===== src/rtl/gqdp_pkg.sv =====
// Shared types, constants and codes for the int4 group-quantized dot product core.
// No dependencies; every rtl file references this package by scoped names.
package gqdp_pkg;

    // Fixed field widths
    localparam int NIB_W       = 4;
    localparam int ACT_W       = 16;
    localparam int SCALE_W     = 16;
    localparam int BIAS_W      = 32;
    localparam int WBYTE_W     = 8;
    localparam int GSUM_W      = 28;
    localparam int OUT_W       = 48;
    localparam int CFG_DATA_W  = 8;
    localparam int CFG_ADDR_W  = 1;

    // One lane per nibble of the weight byte
    localparam int LANES       = 2;
    localparam int LANE_PROD_W = NIB_W + ACT_W;
    localparam int SCALED_W    = GSUM_W + SCALE_W;

    // Packed stream widths
    localparam int S_TDATA_W   = WBYTE_W + LANES * ACT_W + SCALE_W + BIAS_W;
    localparam int M_TDATA_W   = OUT_W;

    // Default values of top-level parameters and registers
    localparam int DEF_MAX_PAIRS       = 128;
    localparam int DEF_ACC_W           = 48;
    localparam logic [CFG_DATA_W-1:0] RST_PAIRS_PER_GROUP = 8'd16;

    typedef logic signed [LANE_PROD_W-1:0] lane_prod_t;
    typedef logic signed [GSUM_W-1:0]      gsum_t;

    // Configuration register indexes
    typedef enum logic [CFG_ADDR_W-1:0] {
        CFG_PAIRS_PER_GROUP = 1'b0,
        CFG_BIAS_ENABLE     = 1'b1
    } cfg_addr_t;

    // Item sequencer
    typedef enum logic [2:0] {
        ST_IDLE,
        ST_LANE,
        ST_MERGE,
        ST_SCALE,
        ST_ACC,
        ST_BIAS,
        ST_EMIT
    } state_t;

    // Control from sequencer to merge stage
    typedef struct packed {
        logic step;   // fold lane products into group sum
        logic clear;  // zero group sum and pair count
    } merge_ctl_t;

    // Status from merge stage, valid while step is high
    typedef struct packed {
        logic done;   // this item completes the group
        logic ovf;    // group sum saturated
    } merge_sts_t;

endpackage


===== src/rtl/gqdp_lane.sv =====
// One multiply lane: signed int4 weight times signed Q4.12 activation, registered.
// Depends on gqdp_pkg.
module gqdp_lane (
    input  logic                                aclk,
    input  logic                                en,
    input  logic [gqdp_pkg::NIB_W-1:0]          nibble,
    input  logic signed [gqdp_pkg::ACT_W-1:0]   act,
    output gqdp_pkg::lane_prod_t                prod
);

    gqdp_pkg::lane_prod_t w_ext;
    gqdp_pkg::lane_prod_t a_ext;
    gqdp_pkg::lane_prod_t prod_reg;
    gqdp_pkg::lane_prod_t prod_next;

    // product of a 4-bit and a 16-bit signed value always fits 20 bits
    assign w_ext     = gqdp_pkg::LANE_PROD_W'($signed(nibble));
    assign a_ext     = gqdp_pkg::LANE_PROD_W'(act);
    assign prod_next = w_ext * a_ext;

    always_ff @(posedge aclk) begin
        if (en) begin
            prod_reg <= prod_next;
        end
    end

    assign prod = prod_reg;

endmodule


===== src/rtl/gqdp_merge.sv =====
// Merge stage: adds the lane products into the saturating group sum and counts pairs.
// Depends on gqdp_pkg.
module gqdp_merge #(
    parameter int MAX_PAIRS_PER_GROUP = gqdp_pkg::DEF_MAX_PAIRS
) (
    input  logic                                           aclk,
    input  logic                                           aresetn,
    input  gqdp_pkg::merge_ctl_t                           ctl,
    input  logic [$clog2(MAX_PAIRS_PER_GROUP+1)-1:0]       pairs_eff,
    input  gqdp_pkg::lane_prod_t                           prods [gqdp_pkg::LANES],
    output gqdp_pkg::gsum_t                                group_sum,
    output gqdp_pkg::merge_sts_t                           sts
);

    localparam int PCW   = $clog2(MAX_PAIRS_PER_GROUP + 1);
    localparam int SUM_W = gqdp_pkg::GSUM_W + 1;

    gqdp_pkg::gsum_t           gsum_reg;
    gqdp_pkg::gsum_t           gsum_next;
    logic [PCW-1:0]            count_reg;
    logic [PCW-1:0]            count_next;
    logic [PCW-1:0]            count_inc;
    logic signed [SUM_W-1:0]   sum_wide;
    logic                      sum_ovf;
    gqdp_pkg::gsum_t           sum_sat;

    always_comb begin
        sum_wide = SUM_W'(gsum_reg);
        for (int l = 0; l < gqdp_pkg::LANES; l++) begin
            sum_wide = sum_wide + SUM_W'(prods[l]);
        end
    end

    // overflow when the two top bits disagree
    assign sum_ovf = sum_wide[SUM_W-1] ^ sum_wide[SUM_W-2];
    assign sum_sat = !sum_ovf ? sum_wide[gqdp_pkg::GSUM_W-1:0] :
                     sum_wide[SUM_W-1] ? {1'b1, {(gqdp_pkg::GSUM_W-1){1'b0}}} :
                                         {1'b0, {(gqdp_pkg::GSUM_W-1){1'b1}}};

    // count stays below MAX_PAIRS_PER_GROUP, so the increment cannot wrap
    assign count_inc = count_reg + PCW'(1);
    assign sts.done  = (count_inc >= pairs_eff);
    assign sts.ovf   = sum_ovf;

    always_comb begin
        gsum_next  = gsum_reg;
        count_next = count_reg;
        if (ctl.clear) begin
            gsum_next  = '0;
            count_next = '0;
        end else if (ctl.step) begin
            gsum_next  = sum_sat;
            count_next = sts.done ? '0 : count_inc;
        end
    end

    always_ff @(posedge aclk) begin
        if (!aresetn) begin
            gsum_reg  <= '0;
            count_reg <= '0;
        end else begin
            gsum_reg  <= gsum_next;
            count_reg <= count_next;
        end
    end

    assign group_sum = gsum_reg;

endmodule


===== src/rtl/int4_group_quant_dot_product_core.sv =====
// Top level of the int4 group-quantized dot product core: sequencer, scale multiply,
// row accumulator, bias and output register. Depends on gqdp_pkg, gqdp_lane, gqdp_merge.
//
// Usage:
//  - Input stream (s_*): one transaction per weight byte. s_tdata carries the weight
//    byte, both Q4.12 activations, the group scale and the row bias; s_tlast marks the
//    last byte of a row. The scale is used on the byte that completes a group, the bias
//    on the s_tlast byte.
//  - Output stream (m_*): one transaction per row, Q24 value in m_tdata, saturation
//    flag in m_tuser. A partial group at row end is dropped.
//  - Config port: cfg_wr_en/cfg_addr/cfg_wdata, write only, while the core is idle.
//  - Items go one at a time: a byte passes accept, lane multiply and merge into
//    group sum, plus scale multiply and row accumulate when it closes a group, and
//    bias add and output load on a row end, before the next byte is accepted.
//  - Output: m_tvalid rises with the output load of the s_tlast byte, which waits
//    in ST_EMIT until the output register is free.
//  - The output register holds a finished row; the next row's items keep flowing until
//    its own result is ready, and that row then waits in ST_EMIT while m_tready is low.
//  - Reset (aresetn low, synchronous) clears all row state, the output valid and puts
//    the registers at pairs_per_group = 16, bias_enable = 0.
module int4_group_quant_dot_product_core #(
    parameter int MAX_PAIRS_PER_GROUP = gqdp_pkg::DEF_MAX_PAIRS,
    parameter int ACC_WIDTH           = gqdp_pkg::DEF_ACC_W
) (
    input  logic                                aclk,
    input  logic                                aresetn,

    // weight_byte, act_first, act_second, group_scale, row_bias (low bits first)
    input  logic [gqdp_pkg::S_TDATA_W-1:0]      s_tdata,
    input  logic                                s_tlast,   // row_end
    input  logic                                s_tvalid,
    output logic                                s_tready,

    // row_value
    output logic [gqdp_pkg::M_TDATA_W-1:0]      m_tdata,
    output logic                                m_tuser,   // overflowed
    output logic                                m_tvalid,
    input  logic                                m_tready,

    input  logic                                cfg_wr_en,
    input  logic [gqdp_pkg::CFG_ADDR_W-1:0]     cfg_addr,
    input  logic [gqdp_pkg::CFG_DATA_W-1:0]     cfg_wdata
);

    localparam int PCW    = $clog2(MAX_PAIRS_PER_GROUP + 1);
    localparam int ACC_EW = (ACC_WIDTH > gqdp_pkg::SCALED_W) ? ACC_WIDTH : gqdp_pkg::SCALED_W;
    localparam int SW     = ACC_EW + 1;
    localparam int FIN_EW = (ACC_WIDTH > gqdp_pkg::OUT_W) ? ACC_WIDTH : gqdp_pkg::OUT_W;

    localparam int ACT0_LO  = gqdp_pkg::WBYTE_W;
    localparam int SCALE_LO = gqdp_pkg::WBYTE_W + gqdp_pkg::LANES * gqdp_pkg::ACT_W;
    localparam int BIAS_LO  = SCALE_LO + gqdp_pkg::SCALE_W;

    // ---------------- configuration registers ----------------
    logic [gqdp_pkg::CFG_DATA_W-1:0] pairs_cfg_reg;
    logic                            bias_en_reg;
    logic [PCW-1:0]                  pairs_eff;

    always_ff @(posedge aclk) begin
        if (!aresetn) begin
            pairs_cfg_reg <= gqdp_pkg::RST_PAIRS_PER_GROUP;
            bias_en_reg   <= 1'b0;
        end else if (cfg_wr_en) begin
            case (gqdp_pkg::cfg_addr_t'(cfg_addr))
                gqdp_pkg::CFG_PAIRS_PER_GROUP: pairs_cfg_reg <= cfg_wdata;
                gqdp_pkg::CFG_BIAS_ENABLE:     bias_en_reg   <= cfg_wdata[0];
                default: ;
            endcase
        end
    end

    // zero acts as one, anything above the maximum acts as the maximum
    always_comb begin
        if (pairs_cfg_reg == '0) begin
            pairs_eff = PCW'(1);
        end else if (int'(pairs_cfg_reg) > MAX_PAIRS_PER_GROUP) begin
            pairs_eff = PCW'(MAX_PAIRS_PER_GROUP);
        end else begin
            pairs_eff = PCW'(pairs_cfg_reg);
        end
    end

    // ---------------- sequencer ----------------
    gqdp_pkg::state_t state_reg;
    gqdp_pkg::state_t state_next;

    logic                   s_accept;
    logic                   m_accept;
    logic                   out_free;
    logic                   lane_en;
    logic                   scale_load;
    logic                   acc_load;
    logic                   bias_load;
    logic                   emit_load;
    gqdp_pkg::merge_ctl_t   merge_ctl;
    gqdp_pkg::merge_sts_t   merge_sts;

    logic                   last_reg;

    assign s_accept = s_tvalid && s_tready;
    assign m_accept = m_tvalid && m_tready;
    assign out_free = !m_tvalid || m_tready;

    always_comb begin
        state_next = state_reg;
        case (state_reg)
            gqdp_pkg::ST_IDLE:  if (s_tvalid) state_next = gqdp_pkg::ST_LANE;
            gqdp_pkg::ST_LANE:  state_next = gqdp_pkg::ST_MERGE;
            gqdp_pkg::ST_MERGE: begin
                if (merge_sts.done) begin
                    state_next = gqdp_pkg::ST_SCALE;
                end else if (last_reg) begin
                    state_next = gqdp_pkg::ST_BIAS;
                end else begin
                    state_next = gqdp_pkg::ST_IDLE;
                end
            end
            gqdp_pkg::ST_SCALE: state_next = gqdp_pkg::ST_ACC;
            gqdp_pkg::ST_ACC:   state_next = last_reg ? gqdp_pkg::ST_BIAS : gqdp_pkg::ST_IDLE;
            gqdp_pkg::ST_BIAS:  state_next = gqdp_pkg::ST_EMIT;
            gqdp_pkg::ST_EMIT:  if (out_free) state_next = gqdp_pkg::ST_IDLE;
            default:            state_next = gqdp_pkg::ST_IDLE;
        endcase
    end

    always_comb begin
        s_tready        = 1'b0;
        lane_en         = 1'b0;
        merge_ctl.step  = 1'b0;
        merge_ctl.clear = 1'b0;
        scale_load      = 1'b0;
        acc_load        = 1'b0;
        bias_load       = 1'b0;
        emit_load       = 1'b0;
        case (state_reg)
            gqdp_pkg::ST_IDLE:  s_tready = 1'b1;
            gqdp_pkg::ST_LANE:  lane_en = 1'b1;
            gqdp_pkg::ST_MERGE: merge_ctl.step = 1'b1;
            gqdp_pkg::ST_SCALE: begin
                scale_load      = 1'b1;
                merge_ctl.clear = 1'b1;
            end
            gqdp_pkg::ST_ACC:   acc_load = 1'b1;
            gqdp_pkg::ST_BIAS: begin
                // partial group at row end is dropped here
                bias_load       = 1'b1;
                merge_ctl.clear = 1'b1;
            end
            gqdp_pkg::ST_EMIT:  emit_load = out_free;
            default: ;
        endcase
    end

    always_ff @(posedge aclk) begin
        if (!aresetn) begin
            state_reg <= gqdp_pkg::ST_IDLE;
        end else begin
            state_reg <= state_next;
        end
    end

    // ---------------- input capture ----------------
    logic [gqdp_pkg::WBYTE_W-1:0]       wbyte_reg;
    logic signed [gqdp_pkg::ACT_W-1:0]  act_reg [gqdp_pkg::LANES];
    logic signed [gqdp_pkg::SCALE_W-1:0] scale_reg;
    logic signed [gqdp_pkg::BIAS_W-1:0] bias_reg;

    always_ff @(posedge aclk) begin
        if (s_accept) begin
            wbyte_reg <= s_tdata[gqdp_pkg::WBYTE_W-1:0];
            for (int l = 0; l < gqdp_pkg::LANES; l++) begin
                act_reg[l] <= s_tdata[ACT0_LO + l*gqdp_pkg::ACT_W +: gqdp_pkg::ACT_W];
            end
            scale_reg <= s_tdata[SCALE_LO +: gqdp_pkg::SCALE_W];
            bias_reg  <= s_tdata[BIAS_LO +: gqdp_pkg::BIAS_W];
            last_reg  <= s_tlast;
        end
    end

    // ---------------- lanes and merge ----------------
    gqdp_pkg::lane_prod_t lane_prods [gqdp_pkg::LANES];
    gqdp_pkg::gsum_t      group_sum;

    for (genvar l = 0; l < gqdp_pkg::LANES; l++) begin : g_lane
        gqdp_lane u_lane (
            .aclk   (aclk),
            .en     (lane_en),
            .nibble (wbyte_reg[l*gqdp_pkg::NIB_W +: gqdp_pkg::NIB_W]),
            .act    (act_reg[l]),
            .prod   (lane_prods[l])
        );
    end

    gqdp_merge #(
        .MAX_PAIRS_PER_GROUP (MAX_PAIRS_PER_GROUP)
    ) u_merge (
        .aclk      (aclk),
        .aresetn   (aresetn),
        .ctl       (merge_ctl),
        .pairs_eff (pairs_eff),
        .prods     (lane_prods),
        .group_sum (group_sum),
        .sts       (merge_sts)
    );

    // ---------------- group scale multiply ----------------
    logic signed [gqdp_pkg::SCALED_W-1:0] scaled_reg;
    logic signed [gqdp_pkg::SCALED_W-1:0] scaled_next;

    // 28 x 16 signed, Q.12 x Q4.12 gives Q24
    assign scaled_next = group_sum * scale_reg;

    always_ff @(posedge aclk) begin
        if (scale_load) begin
            scaled_reg <= scaled_next;
        end
    end

    // ---------------- row accumulator and bias ----------------
    logic signed [ACC_WIDTH-1:0] acc_reg;
    logic signed [ACC_WIDTH-1:0] acc_next;
    logic signed [ACC_WIDTH-1:0] biased_reg;
    logic signed [ACC_WIDTH-1:0] biased_next;
    logic                        ovf_seen_reg;
    logic                        ovf_seen_next;

    logic signed [ACC_WIDTH-1:0] acc_max;
    logic signed [ACC_WIDTH-1:0] acc_min;
    logic signed [SW-1:0]        acc_sum;
    logic [SW-ACC_WIDTH:0]       acc_hi;
    logic                        acc_ovf;
    logic signed [ACC_WIDTH-1:0] acc_sat;
    logic signed [SW-1:0]        bias_sum;
    logic [SW-ACC_WIDTH:0]       bias_hi;
    logic                        bias_ovf;
    logic signed [ACC_WIDTH-1:0] bias_sat;

    assign acc_max = {1'b0, {(ACC_WIDTH-1){1'b1}}};
    assign acc_min = {1'b1, {(ACC_WIDTH-1){1'b0}}};

    // exact sums one bit wider than either operand, then clamp
    assign acc_sum  = SW'(acc_reg) + SW'(scaled_reg);
    assign acc_hi   = acc_sum[SW-1:ACC_WIDTH-1];
    assign acc_ovf  = !((&acc_hi) || !(|acc_hi));
    assign acc_sat  = !acc_ovf ? acc_sum[ACC_WIDTH-1:0] :
                      acc_sum[SW-1] ? acc_min : acc_max;

    assign bias_sum = SW'(acc_reg) + SW'(bias_reg);
    assign bias_hi  = bias_sum[SW-1:ACC_WIDTH-1];
    assign bias_ovf = !((&bias_hi) || !(|bias_hi));
    assign bias_sat = !bias_ovf ? bias_sum[ACC_WIDTH-1:0] :
                      bias_sum[SW-1] ? acc_min : acc_max;

    assign biased_next = bias_en_reg ? bias_sat : acc_reg;

    always_comb begin
        acc_next      = acc_reg;
        ovf_seen_next = ovf_seen_reg;
        if (merge_ctl.step && merge_sts.ovf) begin
            ovf_seen_next = 1'b1;
        end
        if (acc_load) begin
            acc_next = acc_sat;
            if (acc_ovf) ovf_seen_next = 1'b1;
        end
        if (bias_load && bias_en_reg && bias_ovf) begin
            ovf_seen_next = 1'b1;
        end
        if (emit_load) begin
            acc_next      = '0;
            ovf_seen_next = 1'b0;
        end
    end

    always_ff @(posedge aclk) begin
        if (!aresetn) begin
            acc_reg      <= '0;
            ovf_seen_reg <= 1'b0;
        end else begin
            acc_reg      <= acc_next;
            ovf_seen_reg <= ovf_seen_next;
        end
    end

    always_ff @(posedge aclk) begin
        if (bias_load) begin
            biased_reg <= biased_next;
        end
    end

    // ---------------- final clamp to 48 bits and output register ----------------
    logic signed [FIN_EW-1:0]              fin_ext;
    logic [FIN_EW-gqdp_pkg::OUT_W:0]       fin_hi;
    logic                                  fin_ovf;
    logic [gqdp_pkg::OUT_W-1:0]            fin_val;

    assign fin_ext = FIN_EW'(biased_reg);
    assign fin_hi  = fin_ext[FIN_EW-1:gqdp_pkg::OUT_W-1];
    assign fin_ovf = !((&fin_hi) || !(|fin_hi));
    assign fin_val = !fin_ovf ? fin_ext[gqdp_pkg::OUT_W-1:0] :
                     fin_ext[FIN_EW-1] ? {1'b1, {(gqdp_pkg::OUT_W-1){1'b0}}} :
                                         {1'b0, {(gqdp_pkg::OUT_W-1){1'b1}}};

    logic [gqdp_pkg::M_TDATA_W-1:0] m_tdata_reg;
    logic                           m_tuser_reg;
    logic                           m_tvalid_reg;
    logic                           m_tvalid_next;

    always_comb begin
        m_tvalid_next = m_tvalid_reg;
        if (emit_load) begin
            m_tvalid_next = 1'b1;
        end else if (m_accept) begin
            m_tvalid_next = 1'b0;
        end
    end

    always_ff @(posedge aclk) begin
        if (!aresetn) begin
            m_tvalid_reg <= 1'b0;
        end else begin
            m_tvalid_reg <= m_tvalid_next;
        end
    end

    always_ff @(posedge aclk) begin
        if (emit_load) begin
            m_tdata_reg <= fin_val;
            m_tuser_reg <= ovf_seen_reg || fin_ovf;
        end
    end

    assign m_tdata  = m_tdata_reg;
    assign m_tuser  = m_tuser_reg;
    assign m_tvalid = m_tvalid_reg;

endmodule


===== config.mk =====
export PLATFORM = sky130hd
export DESIGN_NAME = int4_group_quant_dot_product_core
export DESIGN_NICKNAME = d
export VERILOG_FILES = /design/src/rtl/gqdp_pkg.sv /design/src/rtl/gqdp_lane.sv /design/src/rtl/gqdp_merge.sv /design/src/rtl/int4_group_quant_dot_product_core.sv
export SDC_FILE = /design/constraint.sdc
export NUM_CORES = 2
export LEC_CHECK = 0
export ABC_CLOCK_PERIOD_IN_PS = 7500
export BUFFER_PORTS_ARGS = -buffer_cell sky130_fd_sc_hd__buf_2
export CAP_MARGIN = 20
export CELL_PAD_IN_SITES_DETAIL_PLACEMENT = 1
export CELL_PAD_IN_SITES_GLOBAL_PLACEMENT = 1
export CORE_UTILIZATION = 51
export CTS_CLUSTER_SIZE = 40
export DETAILED_ROUTE_END_ITERATION = 10
export HOLD_SLACK_MARGIN = 0.05
export PLACE_DENSITY_LB_ADDON = 0.1
export SLEW_MARGIN = 20
export SYNTH_ARGS = -nofsm -noshare
export SYNTH_HDL_FRONTEND = slang
export SYNTH_HIERARCHICAL = 1
export SYNTH_SLANG_ARGS = --single-unit

===== constraint.sdc =====
create_clock -name aclk -period 7.5 [get_ports aclk]
set_input_delay 0.75 -clock aclk [delete_from_list [all_inputs] [get_ports aclk]]
set_output_delay 0.75 -clock aclk [all_outputs]
set_load 0.1 [all_outputs]

Word-level counts from Yosys, hierarchy flattened
Memories as Yosys holds them, arrays and structs flattened.
Cells that the tools add are included.
W data, S select, Z words.

storage, ports and cells
  bits in latches = 0
  memory bits (writable) = 32
  memories = 1
  memory bits (read-only) = 0
  bits of input ports = 103
  output and inout bits = 51
  flip-flop bits (word level) = 336

memories
  name     depth  width  read ports  clocked after Yosys merged registers in  wr ports  line                                      source
  act_reg  2      16     2           0                                        2         int4_group_quant_dot_product_core.sv:164  logic signed [gqdp_pkg::ACT_W-1:0] act_reg [gqdp_pkg::LANES];

operators by class
  multiply operators = 3
  reduce and logical (&&, ||, !) cells = 25
  shift operators = 0
  divide/modulo/power cells = 0
  multiplexer cells = 31
  add/subtract/negate cells = 5
  bitwise operators = 3
  magnitude comparators = 2
  equal/unequal tests = 8

operators with widths
  cell                   count
  $mux W48               5
  $mux W28               2
  $add A48 B32 Y49       1
  $add A48 B44 Y49       1
  $mul A28 B16 Y44       1
  $mul A4 B16 Y20        2
  $add A28 B20 Y29       1
  $add A29 B20 Y29       1
  $mux W8                3
  $pmux W3 S7            1
  $mux W1                16
  $mux W3                4
  $reduce_and A2 Y1      5
  $reduce_or A2 Y1       5
  $eq A3 B3 Y1 const B   3
  $add A8 B1 Y8 const B  1
  $ge A8 B8 Y1           1
  $gt A8 B8 Y1 const B   1
  $logic_not A8 Y1       1
  $eq A3 B2 Y1 const B   2
  $logic_and A1 B1 Y1    5
  $logic_not A1 Y1       4
  $ne A2 B2 Y1 const B   2
  $eq A3 B1 Y1 const B   1
  other kinds (5)        8

Longest topological paths before layout
  depth after elaboration = 8
  gate-level depth with buffers = 26
  mapped depth without buffers = 24

Hierarchy
Netlist, hierarchy kept.

modules (own cells, without submodules)
  module                             instances  area each (um2)  cells an instance
  int4_group_quant_dot_product_core  1          31,521.5         3,268
  gqdp_lane                          2          2,738.9          252
  gqdp_merge                         1          3,961.3          469

Worst setup path after synthesis
Ideal clock, no wire load.

  path kind = register -> register
  start = reg scale_reg[7] (netlist bit)
  end = reg scaled_reg[40] (netlist bit) (data pin)
  path buffers = 2
  arrival time = 6.394 ns
  period minus slack after synthesis = 6.524 ns
  cell stages (with the launch flop) = 26
  slack = 0.976 ns
  path through = edfxtp_1 clkbuf_1 clkbuf_1 nand2_1 fa_1 inv_1 fa_1 inv_1 fa_1 inv_1 fa_1 fa_1 inv_1 fa_1 inv_1 ha_1 a21o_1 a21oi_1 o22ai_1 a311o_1 a221oi_1 nor2_1 a21oi_1 o21ai_0 nor4b_1 a211o_1

between the ends
  cells in the longest elaborated chain, start to end = 1

ends and longest elaborated chain
  element                         line                                      source
  start, declared                 int4_group_quant_dot_product_core.sv:165  logic signed [gqdp_pkg::SCALE_W-1:0] scale_reg;
  start signal, assigned          int4_group_quant_dot_product_core.sv:174  scale_reg <= s_tdata[SCALE_LO +: gqdp_pkg::SCALE_W];
  $mul A28 B16 Y44                int4_group_quant_dot_product_core.sv:211  assign scaled_next = group_sum * scale_reg;
  named net scaled_next, one bit  int4_group_quant_dot_product_core.sv:208  logic signed [gqdp_pkg::SCALED_W-1:0] scaled_next;
  end signal, assigned            int4_group_quant_dot_product_core.sv:215  scaled_reg <= scaled_next;
  end, declared                   int4_group_quant_dot_product_core.sv:207  logic signed [gqdp_pkg::SCALED_W-1:0] scaled_reg;

The timed path passes the listed nets, and every way through them passes these cells.
A chain may end at the register's enable or synchronous reset.

Final worst setup path
  start = reg scale_reg[4] (netlist bit)
  end = reg scaled_reg[39] (netlist bit) (data pin)

Same word-level chain as after synthesis.

==> results by group <==
Outcome
  – Outcome: complete, no violations

Drt
  – Met1 WL: 48.97 mm
  – Routed Antenna Nets: 0
  – Initial DRC count: ~1,500
  – # DRC: 0
  – Vias per Instance: 5.683
  – Initial DRT Pass Iterations: 5
  – Wire per inst: roughly 21 um
  – Top sig layer: met4
  – Met3 wire len: 4.163 mm
  – Met2 wire len: 57.60 mm
  – Vias: 30,883
  – Drt total wl: 114.1 mm

Yosys
  – Post-Synthesis Cells: between 4,000 and 5,000
  – Mean Syn Cell Area: 9.658 um^2
  – Yosys warnings: 6
  – Post-synthesis sequential area ratio: 0.2458
  – Cell area after synthesis: 40,960 um^2
  – Async S/R FF share, synth: 0
  – Top FF cell, synth: edfxtp_1
  – Post-synthesis net count: 5,181
  – Yosys cell types: 103
  – Post-synth EDFFs: between 200 and 300
  – Count of state elements after synthesis: 368

STA
  – RSZ-0062 raised after global routing: no
  – Setup_tns: 0 ns
  – Slew headroom: 0.3109
  – Peak Freq: around 140 MHz
  – Pins Over Slew Limit: 0
  – Period utilisation layout: 0.9398
  – Worst-Margin Slew: a little over 1 ns
  – Final setup vio count: 0
  – Period minus WS final: ~7.0 ns
  – Final Hold Fails: 0
  – Setup WS post-layout: 0.4519 ns
  – Clock skew: 0.01870 ns

Placed design
  – Pre-CTS WS: 0.3156 ns
  – Gpl congestion: slightly above 0.9
  – Hpwl dp: 91.91 mm
  – Post-DP Area: 42,900 um^2
  – Port Buf Inserts: 153
  – # placed instances: 5,344

Floorplanning
  – Placement Rows: roughly 100
  – Core area: about 80,000 um^2
  – Die W: 285.4 um
  – Ports: 154
  – Die H: 285.4 um
  – Initial Utilization: 0.5168
  – Die ar.: 81,450 um^2

Layout
  – Nets: 5,287
  – Area Overhead vs Synth: 8.614%
  – Final Util: 0.5613
  – Non-filler instance count after layout: 5,434
  – Area of the multi-input gates: 28,010 um^2
  – Proportion of layout cells with a drive suffix above 1: 0.08991
  – Finished Cell Area: 44,490 um^2
  – Seq. cell area: 10,070 um^2
  – Fill count: slightly below 9,000

Setup path
  – CP max FO: 16
  – Worst path required time: 7.84 ns
  – Element type at the critical path start: flip-flop
  – R2r setup slk: 0.45 ns
  – Arr. time, crit path: approximately 7.4 ns
  – Crit path capture type: flip-flop
  – Setup Crit Path Kind: reg2reg

Flow run
  – Max-Cap Viols: 0

Power
  – Worst vdd ir: 0.3146 mV
  – Pwr dens: ~470 nW/um^2
  – Sw frac: 0.4928
  – Clock power frac: 0.110
  – Leakage power: between 20 and 25 nW
  – Internal: 0.01069 W
  – Comb power frac: 0.732
  – Flop pwr share: 0.158
  – Switch Pwr: 0.01038 W

CTS
  – H-Tree Depth: 2
  – Root Driver: clkbuf_16
  – Clock Latency Late Sink: 0.60 ns
  – TritonCTS Sinks: 368
  – CTS clk-pin slew, worst paths: 0.06 ns
  – CTS buffer count: 46
  – Longest Clk Path Bufs: 3
  – Post-CTS Hold Buffers: 0
  – CTS tree: yes

Global routing
  – Initial antenna violation count: 2
  – First-pass GRT wire length: 184.3 mm
  – Tot GR Track Use: 0.2841
  – Largest net degree at the start of global routing: 55
  – Vias in the first global route: 34,027
  – Gr ovfl total: 0

Hold path
  – Min-Delay Path Class: in2reg
[cells by family after synthesis]
family          share of synthesized area
simple gates                       0.1444
xor+xnor                          0.04151
fa+ha+maj                          0.3545
buf+inv                           0.07160
mux                              0.003666
compound gates                     0.1385
flops                              0.2458
[metrics by stage]
step	power, W	hold slack (ns)
after floorplan	0.01493	0.4003
after global placement	0.01805	0.4003
after detailed placement	0.01874	0.4052
after CTS	0.02120	0.2852
after global routing	0.02313	0.2934
final	0.02107	0.3245
[path summary, 6_finish.rpt]
kind	end	startpoint	depth (start not counted)
worst min-delay path	bias_reg[16]	s_tdata[72]	1
worst min register to register	m_tdata[40]	biased_reg[40]	0
worst max-delay path	scaled_reg[39]	scale_reg[4]	24
worst max register to register	scaled_reg[39]	scale_reg[4]	24
[critical path, stage by stage, from the launching register on]
cell	delay, ns
edfxtp_1	0.60
buf_4	0.29
and2_1	0.19
fa_1	0.55
inv_1	0.05
fa_1	0.46
fa_1	0.51
inv_1	0.06
fa_1	0.52
fa_1	0.50
inv_1	0.05
fa_1	0.47
inv_1	0.04
ha_1	0.35
nand2_1	0.13
o21bai_1	0.18
a32oi_1	0.31
a31oi_1	0.16
o31ai_1	0.27
buf_4	0.18
nand2_1	0.09
o21ai_0	0.40
a211o_1	0.21
a21oi_1	0.07
xnor2_1	0.14
[final cells by class]
type,count,share of cell area
Sequential cell,368,0.2264
Multi-Input combinational cell,3115,0.6295
Clock buffer,56,0.02739
Clock inverter,27,0.007087
Antenna cell,2,0.0001125
Timing Repair Buffer,231,0.03066
Tap cell,1050,0.02953
Inverter,585,0.04936
[synth_stat cells (all sizes together), types with 98 or more instances]
| library cell | number | area share |
|---|---|---|
| xnor2 | 120 | 0.026 |
| nand2 | 440 | 0.041 |
| clkbuf | 144 | 0.014 |
| a21oi | 279 | 0.036 |
| o21ai | 205 | 0.025 |
| and2 | 289 | 0.044 |
| edfxtp | 270 | 0.20 |
| nor2 | 174 | 0.016 |
| dfxtp | 98 | 0.048 |
| inv | 585 | 0.054 |
| ha | 310 | 0.095 |
| fa | 527 | 0.26 |
[cells in the final DEF, fill, tap and decap left out, drive strengths merged, types with 32 or more instances in the layout]
cell type and count:
fa 527, o21ai 205, dfxtp 98, nor2b 56
nand2 440, xnor2 120, a21o 93, ha 310
nor2 174, a21oi 279, xor2 72, edfxtp 270
a211oi 32, o22ai 37, inv 586, nand3 51
clkbuf 56, nand2b 34, and2 289, o211ai 35
buf 231
[per-layer routing]
| metal | GRT usage | vias up |
|---|---|---|
| met5 | 0 | - |
| met4 | 0.08463 | 0 |
| met3 | 0.03312 | 193 |
| met2 | 0.5089 | 589 |
| met1 | 0.3585 | 15740 |
| li1 | - | 14361 |
[power groups by stage]
stage	logic (W)	clock network [W]	registers, W
after detailed placement	0.0154	0	0.00337
after global routing	0.0173	0.00243	0.00336
after CTS	0.0155	0.00237	0.00333
after floorplan	0.0117	0	0.00321
after global placement	0.0147	0	0.00336
final	0.0154	0.00231	0.00333
[repair_timing]
action,in CTS,in global routing
setup endpoints to repair,0,2
setup buffers,0,5
gates resized for setup,0,3
(Power assumes the default switching activity.)
